`src/rtl/core/rlbe_pkg.sv`:
```
// Shared types, constants and helpers of the rain line billboard expander.
`timescale 1ns / 1ps
package rlbe_pkg;

   // stage counts of the three arithmetic units
   localparam int OFF_LAT = 33;
   localparam int LIT_LAT = 7;
   localparam int SH_LAT  = 4;

   localparam logic [31:0] LIT_GREEN  = 32'hFF00FF00;
   localparam logic [31:0] UNLIT_RED  = 32'hFFFF0000;
   localparam logic [31:0] RGB_MASK   = 32'h00FFFFFF;
   localparam logic [31:0] ALPHA_FULL = 32'hFF000000;
   localparam logic [15:0] SHOULDER_Q16 = 16'd63570;

   localparam logic [1:0] MODE_PASS  = 2'd0;
   localparam logic [1:0] MODE_LIGHT = 2'd1;
   localparam logic [1:0] MODE_DEBUG = 2'd2;

   typedef enum logic [2:0] {
      CSR_VIEWER_X   = 3'd0,
      CSR_VIEWER_Z   = 3'd1,
      CSR_CAMERA_X   = 3'd2,
      CSR_CAMERA_Z   = 3'd3,
      CSR_LIGHT_X    = 3'd4,
      CSR_LIGHT_Z    = 3'd5,
      CSR_DROP_WIDTH = 3'd6,
      CSR_COLOR_MODE = 3'd7
   } csr_index_type;

   typedef struct packed {
      logic [31:0] top_x;
      logic [31:0] top_y;
      logic [31:0] top_z;
      logic [31:0] top_color;
      logic [31:0] bottom_x;
      logic [31:0] bottom_y;
      logic [31:0] bottom_z;
      logic [31:0] bottom_color;
      logic        final_line;
   } payload_type;

   typedef struct packed {
      payload_type        line;
      logic signed [20:0] ox;
      logic signed [20:0] oz;
      logic signed [33:0] sh;
      logic               lit;
   } emit_in_type;

   function automatic logic [31:0] sat32(input logic signed [33:0] v);
      logic [31:0] r;
      if (v > 34'sh0_7FFF_FFFF) begin
         r = 32'h7FFF_FFFF;
      end else if (v < -34'sh0_8000_0000) begin
         r = 32'h8000_0000;
      end else begin
         r = v[31:0];
      end
      return r;
   endfunction

endpackage

```
`src/rtl/core/rlbe_shoulder.sv`:
```
// Shoulder height: 0.97 of the line height, magnitude rounded half up.
`timescale 1ns / 1ps
module rlbe_shoulder import rlbe_pkg::*; (
   input  logic               clock,
   input  logic               adv,
   input  logic [31:0]        top_y,
   input  logic [31:0]        bottom_y,
   output logic signed [33:0] sh
);
   logic signed [32:0] dy1_ff;
   logic [32:0]        mag2_ff;
   logic               neg2_ff, neg3_ff;
   logic [48:0]        prod3_ff;
   logic [32:0]        rmag_c;
   logic signed [33:0] sh4_ff;

   assign rmag_c = 33'((prod3_ff + 49'd32768) >> 16);

   always_ff @(posedge clock) begin
      if (adv) begin
         dy1_ff   <= $signed({bottom_y[31], bottom_y}) - $signed({top_y[31], top_y});
         mag2_ff  <= dy1_ff[32] ? 33'(-dy1_ff) : 33'(dy1_ff);
         neg2_ff  <= dy1_ff[32];
         prod3_ff <= mag2_ff * SHOULDER_Q16;
         neg3_ff  <= neg2_ff;
         sh4_ff   <= neg3_ff ? -$signed({1'b0, rmag_c}) : $signed({1'b0, rmag_c});
      end
   end

   assign sh = sh4_ff;
endmodule

```
`config.mk`:
```
export PLATFORM = sky130hd
export DESIGN_NAME = rlbe_shoulder
export DESIGN_NICKNAME = d
export VERILOG_FILES = /design/src/rtl/core/rlbe_pkg.sv /design/src/rtl/core/rlbe_shoulder.sv
export SDC_FILE = /design/constraint.sdc
export NUM_CORES = 1
export LEC_CHECK = 0
export BUFFER_PORTS_ARGS = -buffer_cell sky130_fd_sc_hd__buf_4
export CAP_MARGIN = 20
export CORE_MARGIN = 4
export CORE_UTILIZATION = 30
export DETAILED_ROUTE_END_ITERATION = 10
export GPL_ROUTABILITY_DRIVEN = 0
export MAX_ROUTING_LAYER = met4
export PLACE_DENSITY_LB_ADDON = 0.05
export SYNTH_ARGS = -nofsm -noshare
export SYNTH_HDL_FRONTEND = slang
export SYNTH_SLANG_ARGS = --single-unit
```
`constraint.sdc`:
```
create_clock -name clock -period 5.4 [get_ports clock]
set_clock_uncertainty 0.05 [all_clocks]
set_input_delay 0.54 -clock clock [delete_from_list [all_inputs] [get_ports clock]]
set_output_delay 0.54 -clock clock [all_outputs]
set_load 0.02 [all_outputs]
```
# After elaboration in Yosys (flattened, before gate mapping)

Index checks and enable logic that the tools add are counted.

Muxes and demuxes: 2
Multiply operators: 1
$add $sub $neg: 4

Operators with widths:

| kind                                                                   | count |
|---|---|
| 49-bit by 16-bit adder with 49-bit output (second input constant)      | 1 |
| 33-bit by 15-bit multiplier with 48-bit output (second input constant) | 1 |
| 33-bit negation with 34-bit output                                     | 1 |
| 33-bit 2-to-1 mux                                                      | 1 |
| 33-bit negation                                                        | 1 |
| 32-bit by 32-bit subtractor with 33-bit output                         | 1 |
| 32-bit 2-to-1 mux                                                      | 1 |

Register bits after elaboration: 150
Word-level logic and storage cells: 15
Output and inout bits: 34
Input port bits: 66

# Depth between registers and ports, before layout

Gate-level depths: netlist of run 1.

Depth in word-level cells: 3
Gate-level depth with buffers: 20
Mapped depth without buffers: 20

# Worst setup path before layout of run 1

Ideal clock, no wire load.

Kind: reg2reg
From: register mag2_ff[2]
To: register prod3_ff[43] (data pin)
Clock period less this slack: 6.019 ns
Library setup time: 0.256 ns
Arrival time: 5.713 ns
Required time: 5.094 ns
Path buffers: 0
Path slack: -0.619 ns
Stages on the path, launching flop included: 21
Path through: edfxtp_1 -> inv_1 -> fa_1 -> inv_1 -> ha_1 -> xnor2_1 -> fa_1 -> fa_1 -> fa_1 -> inv_1 -> ha_1 -> ha_1 -> a21o_1 -> a21o_1 -> a221oi_2 -> a31oi_2 -> a21oi_1 -> o21ai_1 -> a311oi_2 -> o311ai_1 -> o211a_1

Longest elaborated chain between the ends: 1

Ends and longest elaborated chain:

| element                                        | line                | source |
|---|---|---|
| start: declaration                             | rlbe_shoulder.sv:11 | `logic [32:0] mag2_ff;` |
| start signal: assignment                       | rlbe_shoulder.sv:22 | `mag2_ff <= dy1_ff[32] ? 33'(-dy1_ff) : 33'(dy1_ff);` |
| 33-bit by 15-bit multiplier with 48-bit output | rlbe_shoulder.sv:24 | `prod3_ff <= mag2_ff * SHOULDER_Q16;` |
| end signal: assignment                         | rlbe_shoulder.sv:24 |  |
| end: declaration                               | rlbe_shoulder.sv:13 | `logic [48:0] prod3_ff;` |

No other way between the ends.
A chain may end at the register's enable or synchronous reset.

# Worst setup path in the final report of run 1

From: register mag2_ff[6]
To: register prod3_ff[48] (data pin)

Same word-level chain as after synthesis.

==> results of run 1 <==
[state kept, by name, indices dropped and copies added, names as in the netlist]
register / count
neg2_ff: 1
sh: 34
prod3_ff: 34
dy1_ff: 33
neg3_ff: 1
mag2_ff: 33
[cell usage in the layout, fill, tap and decap left out, drive strengths merged, types with 9 or more instances in the layout]
cell    count
xor2       51
nor2b       9
nor3       17
a21oi      68
o21ai      70
a211oi     10
inv       373
o31ai      15
ha        260
nor4       10
nand2      78
clkinv     10
edfxtp    136
fa        165
a21o       22
clkbuf     20
nor2       52
o21a        9
nand4      18
and3       13
nand3      35
nand2b     14
buf       260
xnor2     113
or3        10
[routing by layer]
| layer | vias up | global-route usage | wire length, um |
|---|---|---|---|
| li1 | 6072 | - | - |
| met1 | 5386 | 0.169 | 17800 |
| met2 | 117 | 0.212 | 17500 |
| met3 | 19 | 0.0202 | 837 |
| met4 | 0 | 0.0398 | 336 |
| met5 | - | - | 0 |
[final timing paths]
kind                         from                      to  slack (ns)  depth (start not counted)
min reg2reg   dy1_ff[0]$_DFFE_PP_    mag2_ff[0]$_DFFE_PP_        0.44                          0
min                      top_y[0]     dy1_ff[0]$_DFFE_PP_        0.42                          3
max          mag2_ff[6]$_DFFE_PP_  prod3_ff[48]$_DFFE_PP_       -0.17                         21
max reg2reg  mag2_ff[6]$_DFFE_PP_  prod3_ff[48]$_DFFE_PP_       -0.17                         21
[per-stage QoR]
| stage | setup TNS (ns) | setup WS (ns) |
|---|---|---|
| floorplan | -0.709 | -0.223 |
| global placement | -4.49 | -0.413 |
| detailed placement | -4.91 | -0.452 |
| CTS | -1.75 | -0.212 |
| global route | -4.60 | -0.388 |
| finish | -1.27 | -0.168 |
[final cells by class]
type | count | area share
flip-flops and latches | 136 | 0.194
clock buffers | 20 | 0.0207
multi-input cells | 1134 | 0.576
repair buffers | 260 | 0.0946
inverters | 373 | 0.0664
clock inverters | 12 | 0.00404
well taps | 748 | 0.0444
[synth_stat cells, drive strengths merged, types with 12 or more instances]
master / instances / share of area
buf: 12 / 0.0040
nand4: 18 / 0.0080
o21ai: 70 / 0.021
and3: 13 / 0.0048
clkbuf: 12 / 0.0027
nand2b: 14 / 0.0052
nand2: 78 / 0.017
xnor2: 113 / 0.059
nor2: 52 / 0.013
nor3: 17 / 0.0063
inv: 373 / 0.083
fa: 165 / 0.20
nand3: 35 / 0.012
a21o: 22 / 0.0098
xor2: 51 / 0.027
o31ai: 15 / 0.0067
ha: 260 / 0.19
edfxtp: 136 / 0.24
a21oi: 68 / 0.020
[cells by family (layout without fill, tap and decap cells)]
| kind of cell | count (synthesis) | count (layout) | synth area share |
|---|---|---|---|
| adders and majority gates | 425 | 425 | 0.390 |
| buffers and inverters | 397 | 665 | 0.0899 |
| and+or+nand+nor | 277 | 277 | 0.0866 |
| AOI/OAI and AO/OA | 263 | 263 | 0.103 |
| xor gates and xnor gates | 164 | 164 | 0.0853 |
| DFF | 136 | 136 | 0.243 |
| muxes | 5 | 5 | 0.00305 |
[critical path, cell delays in order, from the launching register on]
cell	delay [ns]
edfxtp_1	0.38
inv_2	0.08
buf_6	0.12
fa_2	0.56
inv_2	0.04
ha_4	0.23
xnor2_4	0.13
fa_2	0.60
fa_1	0.44
fa_1	0.56
inv_2	0.04
ha_4	0.21
ha_4	0.26
a21o_1	0.12
o221a_4	0.21
o2111ai_2	0.14
a31o_4	0.25
a211oi_4	0.30
o21ai_2	0.12
and2_4	0.19
o31ai_4	0.18
xnor2_1	0.09
[repair_timing]
item | 4_1_cts | 5_1_grt
pin swaps | 41 | 45
endpoints found under the setup margin | 17 | 22
resized for setup | 46 | 36
gates cloned | 0 | 0
buffers inserted | 10 | 11
hold buffers | 0 | 0
==> flow_summary.json, run 1 <==
{
  "grt_max_degree": 104,
  "worst-setup-path-type": "reg2reg",
  "synth_nets": 2158,
  "syn_area_um2": 16800,
  "dp_hpwl_um": 31600,
  "cts.sinks": 136,
  "ff_latch_area_um2": 4080,
  "synth_seq_area_share": 0.243,
  "synth_edf_count": 136,
  "ys_seq_elements": 136,
  "synth_warnings": 0,
  "ys_types": 75,
  "run_status": "complete, but fails checks",
  "netlist_instances": 1667,
  "tritoncts": "done",
  "synthArstFlopShare": 0,
  "clock.fmax_mhz": 180,
  "insertion_delay_ns": 0.45,
  "syn_avg_cell_area_um2": 10.1,
  "worst_ep_required_time_ns": 5.55,
  "worstSetupEndpointType": "flop",
  "antenna_found_initial": 0,
  "grt-ovfl-total": 0,
  "fillCellCount": 5684,
  "area_delta_synth_final_pct": 25.2,
  "ys.flop_type": "edfxtp_1",
  "drive_gt1_frac": 0.224,
  "maxCapViolations": 0,
  "worstPathArrival_ns": 5.72,
  "row_count": 86,
  "slew_violations": 0,
  "place_inst": 2633,
  "final_cells": 2683,
  "drtAntennaViolNets": 0,
  "first_pass_iters": 5,
  "period_share": 1.03,
  "drc": 0,
  "multi_input_area_um2": 12100,
  "wl_per_cell_um": 13.6,
  "worstSetupStartpointType": "flop",
  "grt_use_total": 0.130,
  "core-area_um2": 55300,
  "min_period_ns": 5.57,
  "grt_pass1_vias": 12384,
  "fin_ws_ns": -0.168,
  "utilization": 0.381,
  "rsz0062_at_grt": "yes",
  "final_cell_area_um2": 21100,
  "io_buffers": 99,
  "setup_viol": 11,
  "initial_core_util": 0.304,
  "grt_first_pass_wirelength_um": 61300,
  "worst_slew_pin_slew_ns": 1.05,
  "dr_total_vias": 11594,
  "final_nets": 2413,
  "die_w_um": 245,
  "numCtsBuffers": 17,
  "drtIter0Drc": 308,
  "place_area_um2": 20000,
  "cp_max_fo": 3,
  "clk_path_buf_depth": 2,
  "holdWs_ns": 0.422,
  "finalHoldViolations": 0,
  "dieArea_um2": 60000,
  "avgViaCountPerCell": 4.32,
  "num_io_pins": 100,
  "root_buffer": "clkbuf_16",
  "die_y_um": 245,
  "drt_wl_total_um": 36400,
  "htreeDepth": 4,
  "hold_class": "in2reg",
  "diodes": 0,
  "slew-limit-headroom": 0.302,
  "clkTransAtPathRegs_ns": 0.06,
  "violations": "setup timing"
}
Power of run 1 is left out: the tool's default activity adds up to more than one toggle a clock period on the data nets, which glitch-free logic cannot reach.
==> inputs of run 2 (changes only) <==
--- a/config.mk
+++ b/config.mk
@@ -12,7 +12,6 @@
 export DETAILED_ROUTE_END_ITERATION = 10
 export GPL_ROUTABILITY_DRIVEN = 0
 export MAX_ROUTING_LAYER = met4
-export PLACE_DENSITY_LB_ADDON = 0.05
 export SYNTH_ARGS = -nofsm -noshare
 export SYNTH_HDL_FRONTEND = slang
 export SYNTH_SLANG_ARGS = --single-unit
==> flow_summary.json, run 2 (same netlist as run 1, synthesis figures left out) <==
{
  "cp_max_fo": 4,
  "drt_wl_total_um": 34900,
  "row_count": 86,
  "drtIter0Drc": 404,
  "fin_ws_ns": -0.223,
  "area_delta_synth_final_pct": 25.2,
  "clock.fmax_mhz": 178,
  "slew-limit-headroom": 0.323,
  "tritoncts": "done",
  "reg2reg_depth": 19,
  "numCtsBuffers": 17,
  "insertion_delay_ns": 0.43,
  "num_io_pins": 100,
  "antenna_found_initial": 1,
  "r2r-end": "prod3_ff[43]$_DFFE_PP_",
  "hold_class": "reg2reg",
  "final_nets": 2409,
  "root_buffer": "clkbuf_16",
  "worstSetupStartpointType": "flop",
  "finalHoldViolations": 0,
  "crit_start": "mag2_ff[1]$_DFFE_PP_",
  "grt_pass1_vias": 12668,
  "die_w_um": 245,
  "rr_startpoint": "mag2_ff[1]$_DFFE_PP_",
  "drive_gt1_frac": 0.226,
  "slew_violations": 0,
  "period_share": 1.04,
  "diodes": 0,
  "first_pass_iters": 4,
  "drtAntennaViolNets": 0,
  "worst-setup-path-type": "reg2reg",
  "setup_viol": 13,
  "grt_use_total": 0.123,
  "min_period_ns": 5.62,
  "wl_per_cell_um": 13.0,
  "violations": "setup timing",
  "r2r_setup_slack_ns": -0.22,
  "maxCapViolations": 0,
  "clkTransAtPathRegs_ns": 0.06,
  "grt_first_pass_wirelength_um": 60100,
  "avgViaCountPerCell": 4.42,
  "dieArea_um2": 60000,
  "worst_setup_path_endpoint": "prod3_ff[43]$_DFFE_PP_",
  "clk_path_buf_depth": 2,
  "tns_ns": -1.30,
  "rsz0062_at_grt": "yes",
  "htreeDepth": 4,
  "grt_max_degree": 105,
  "cts.sinks": 136,
  "io_buffers": 99,
  "initial_core_util": 0.304,
  "worstSetupEndpointType": "flop",
  "worstPathArrival_ns": 5.76,
  "die_y_um": 245,
  "grt-ovfl-total": 0,
  "worst_slew_pin_slew_ns": 1.02,
  "final_common_cell": "inv_1",
  "final_cell_mix": "inv_1, buf_4, ha_1",
  "run_status": "complete, but fails checks",
  "fillCellCount": 5426,
  "worst_ep_required_time_ns": 5.53,
  "core-area_um2": 55300,
  "dp_hpwl_um": 29800,
  "dr_total_vias": 11835,
  "drc": 0
}
-- run 2: cell types whose count changed in the layout (fill, tap and decap cells not counted), sizes merged --
cell	before	now
clkinv	10	9
clkbuf	20	18
inv	373	374
buf	260	256
bufinv	1	3
-- run 2: area by class of cell --
class | count | area [um2] | area share
clock buffer | 18 | 429 | 0.0204
sequential | 136 | 4080 | 0.194
inverter | 373 | 1400 | 0.0664
clock inverter | 14 | 156 | 0.00742
timing repair buffer | 256 | 1940 | 0.0919
tap | 748 | 936 | 0.0444
multi-input combinational | 1134 | 12100 | 0.576
-- run 2: timing repair --
action                     CTS  global route
hold buffers                 0             0
pin swaps                   41            49
setup endpoints to repair   15            18
gates resized for setup     39            44
buffers inserted            20            18
-- run 2: through the flow --
| step | util | hold slack [ns] | cells | cell area (um2) | worst slack (ns) |
|---|---|---|---|---|---|
| detailed placement | 0.357 | 0.454 | 2609 | 19800 | -0.387 |
| floorplan | - | 0.350 | 1667 | 17300 | -0.223 |
| CTS | 0.375 | 0.456 | 2661 | 20700 | -0.192 |
| global placement | 0.357 | 0.462 | 2609 | 19800 | -0.304 |
| finish | 0.381 | 0.456 | 2679 | 21100 | -0.223 |
| global route | 0.381 | 0.480 | 2679 | 21100 | -0.397 |
-- run 2: worst min-delay path by stage --
stage	start	to	slack, ns	depth (start not counted)
2_1_floorplan	neg2_ff$_DFFE_PP_	neg3_ff$_DFFE_PP_	0.35	0
3_3_place_gp	dy1_ff[0]$_DFFE_PP_	mag2_ff[0]$_DFFE_PP_	0.46	0
3_5_place_dp	dy1_ff[0]$_DFFE_PP_	mag2_ff[0]$_DFFE_PP_	0.45	0
4_1_cts	top_y[0]	dy1_ff[0]$_DFFE_PP_	0.46	3
5_1_grt	top_y[0]	dy1_ff[0]$_DFFE_PP_	0.48	3
6_report	dy1_ff[0]$_DFFE_PP_	mag2_ff[0]$_DFFE_PP_	0.46	0
-- run 2: critical path: stages, from the launching register on --
cell	delay (ns)
edfxtp_1	0.47
fa_1	0.52
fa_1	0.49
inv_1	0.05
fa_2	0.52
inv_2	0.04
fa_1	0.49
fa_1	0.45
ha_4	0.19
ha_4	0.25
a21o_1	0.18
a21o_1	0.21
a221oi_4	0.30
a31oi_4	0.15
a21oi_2	0.19
o21ai_2	0.09
a311oi_2	0.26
buf_4	0.17
o311ai_4	0.09
o211a_1	0.22
-- run 2: metal layers --
layer	GRT usage	vias to the layer above	share of wire
met5	-	-	0
met4	0.0258	0	0.0094
met3	0.0186	22	0.024
met2	0.206	140	0.49
met1	0.158	5607	0.48
li1	-	6066	-
Power of run 2 is left out for the same reason.
==> inputs of run 3 (changes only) <==
==> constraint.sdc (replaced) <==
create_clock -name clock -period 5.6 [get_ports clock]
set_clock_uncertainty 0.05 [all_clocks]
set_input_delay 0.56 -clock clock [delete_from_list [all_inputs] [get_ports clock]]
set_output_delay 0.56 -clock clock [all_outputs]
set_load 0.02 [all_outputs]
==> flow_summary.json, run 3 (same netlist as run 1, synthesis figures left out) <==
{
  "clkTransAtPathRegs_ns": 0.05,
  "critPathMostFrequentCell": "fa_1",
  "grt_first_pass_wirelength_um": 57900,
  "dp_hpwl_um": 29200,
  "met1_usage": 0.156,
  "grt_use_total": 0.119,
  "slew_violations": 0,
  "insertion_delay_ns": 0.43,
  "violations": "setup timing",
  "run_status": "complete, but fails checks",
  "clk_path_buf_depth": 2,
  "num_io_pins": 100,
  "first_pass_iters": 7,
  "busiest_layer": "met2",
  "drtAntennaViolNets": 0,
  "utilization": 0.374,
  "rsz0062_at_grt": "yes",
  "core-area_um2": 55300,
  "die_y_um": 245,
  "use_met3": 0.0173,
  "final_nets": 2366,
  "root_buffer": "clkbuf_16",
  "clock.fmax_mhz": 177,
  "final_common_cell": "inv_1",
  "ctsHoldBuffers": 0,
  "critPathBufInv": 3,
  "initial_core_util": 0.304,
  "diodes": 0,
  "wl_per_cell_um": 13.0,
  "avgViaCountPerCell": 4.42,
  "die_w_um": 245,
  "io_buffers": 99,
  "cpLargestDelayFamily": "adder cells",
  "dp_slack_ns": -0.272,
  "fin_ws_ns": -0.0655,
  "drive_gt1_frac": 0.207,
  "period_share": 1.01,
  "drt_wl_total_um": 34400,
  "dieArea_um2": 60000,
  "slew-limit-headroom": 0.334,
  "grt-ovfl-total": 0,
  "worstPathArrival_ns": 5.79,
  "finalHoldViolations": 0,
  "final_cell_mix": "inv_1, ha_1, buf_4",
  "worst_ep_required_time_ns": 5.73,
  "critPathSlowestCell": "fa_2",
  "grt_pass1_vias": 12196,
  "numCtsBuffers": 17,
  "drc": 0,
  "worstSetupEndpointType": "flop",
  "area_delta_synth_final_pct": 22.7,
  "drtIter0Drc": 421,
  "row_count": 86,
  "grt_max_degree": 103,
  "crit_path_max_incr_delay_ns": 0.54,
  "min_period_ns": 5.67,
  "crit_chain": "fa_2 > fa_1 > inv_1 > fa_2 > inv_2 > fa_1 > fa_1 > ha_1 > ha_4 > a21o_1 > a21o_1 > a221oi_4 > a31oi_2 > a21oi_2 > o21ai_2 > a311oi_2 > buf_4 > o311ai_4 > o211a_1",
  "cts.sinks": 136,
  "cp_max_fo": 4,
  "antenna_found_initial": 0,
  "worstSetupStartpointType": "flop",
  "hold_class": "reg2reg",
  "dr_total_vias": 11642,
  "worst-setup-path-type": "reg2reg",
  "tritoncts": "done",
  "maxCapViolations": 0,
  "worst_slew_pin_slew_ns": 1.00,
  "setup_viol": 1,
  "htreeDepth": 4,
  "holdWs_ns": 0.450,
  "grtUsageMet2": 0.194
}
[run 3: cell types whose count changed in the layout (fill, tap and decap cells not counted), sizes merged]
| cell | delta |
|---|---|
| bufinv | -2 |
| buf | -43 |
| inv | -1 |
| clkbuf | +3 |
[run 3: final timing paths]
| check | cells after the start | slack [ns] | start | end |
|---|---|---|---|---|
| worst min register to register | 0 | 0.45 | dy1_ff[0]$_DFFE_PP_ | mag2_ff[0]$_DFFE_PP_ |
| worst min-delay path | 0 | 0.45 | dy1_ff[0]$_DFFE_PP_ | mag2_ff[0]$_DFFE_PP_ |
| worst max register to register | 19 | -0.07 | mag2_ff[1]$_DFFE_PP_ | prod3_ff[43]$_DFFE_PP_ |
| worst max-delay path | 19 | -0.07 | mag2_ff[1]$_DFFE_PP_ | prod3_ff[43]$_DFFE_PP_ |
[run 3: cell type report]
cell class | instances | area [um2]
clock buffers | 21 | 440
clock inverters | 11 | 82.6
flip-flops and latches | 136 | 4080
repair buffers | 213 | 1610
multi-input cells | 1134 | 12100
fillers | 5492 | 34600
well taps | 748 | 936
inverters | 373 | 1400
[run 3: metal layers]
metal	up-vias	share of wire
met2	173	0.48
met1	5446	0.48
met3	40	0.025
met4	0	0.019
li1	5983	-
met5	-	0
[run 3: worst register-to-register path: stages (launching register included)]
cell	delay [ns]
edfxtp_1	0.48
fa_2	0.54
fa_1	0.51
inv_1	0.05
fa_2	0.52
inv_2	0.04
fa_1	0.49
fa_1	0.41
ha_1	0.34
ha_4	0.17
a21o_1	0.19
a21o_1	0.18
a221oi_4	0.32
a31oi_2	0.17
a21oi_2	0.18
o21ai_2	0.09
a311oi_2	0.20
buf_4	0.17
o311ai_4	0.09
o211a_1	0.23
[run 3: what timing repair did]
action,in CTS,in global routing
endpoints found under the setup margin,13,15
resized for setup,32,68
hold endpoints to repair,0,0
buffers inserted,1,10
pin swaps,17,78
[run 3: metrics by stage]
stage	area (um2)	std cells	TNS, ns
2_1_floorplan	17100	1667	-0.0238
3_3_place_gp	19400	2593	-0.963
3_5_place_dp	19400	2593	-1.39
4_1_cts	20200	2626	-0.0408
5_1_grt	20700	2636	-1.10
6_report	20700	2636	-0.0655
Power of run 3 is left out for the same reason.
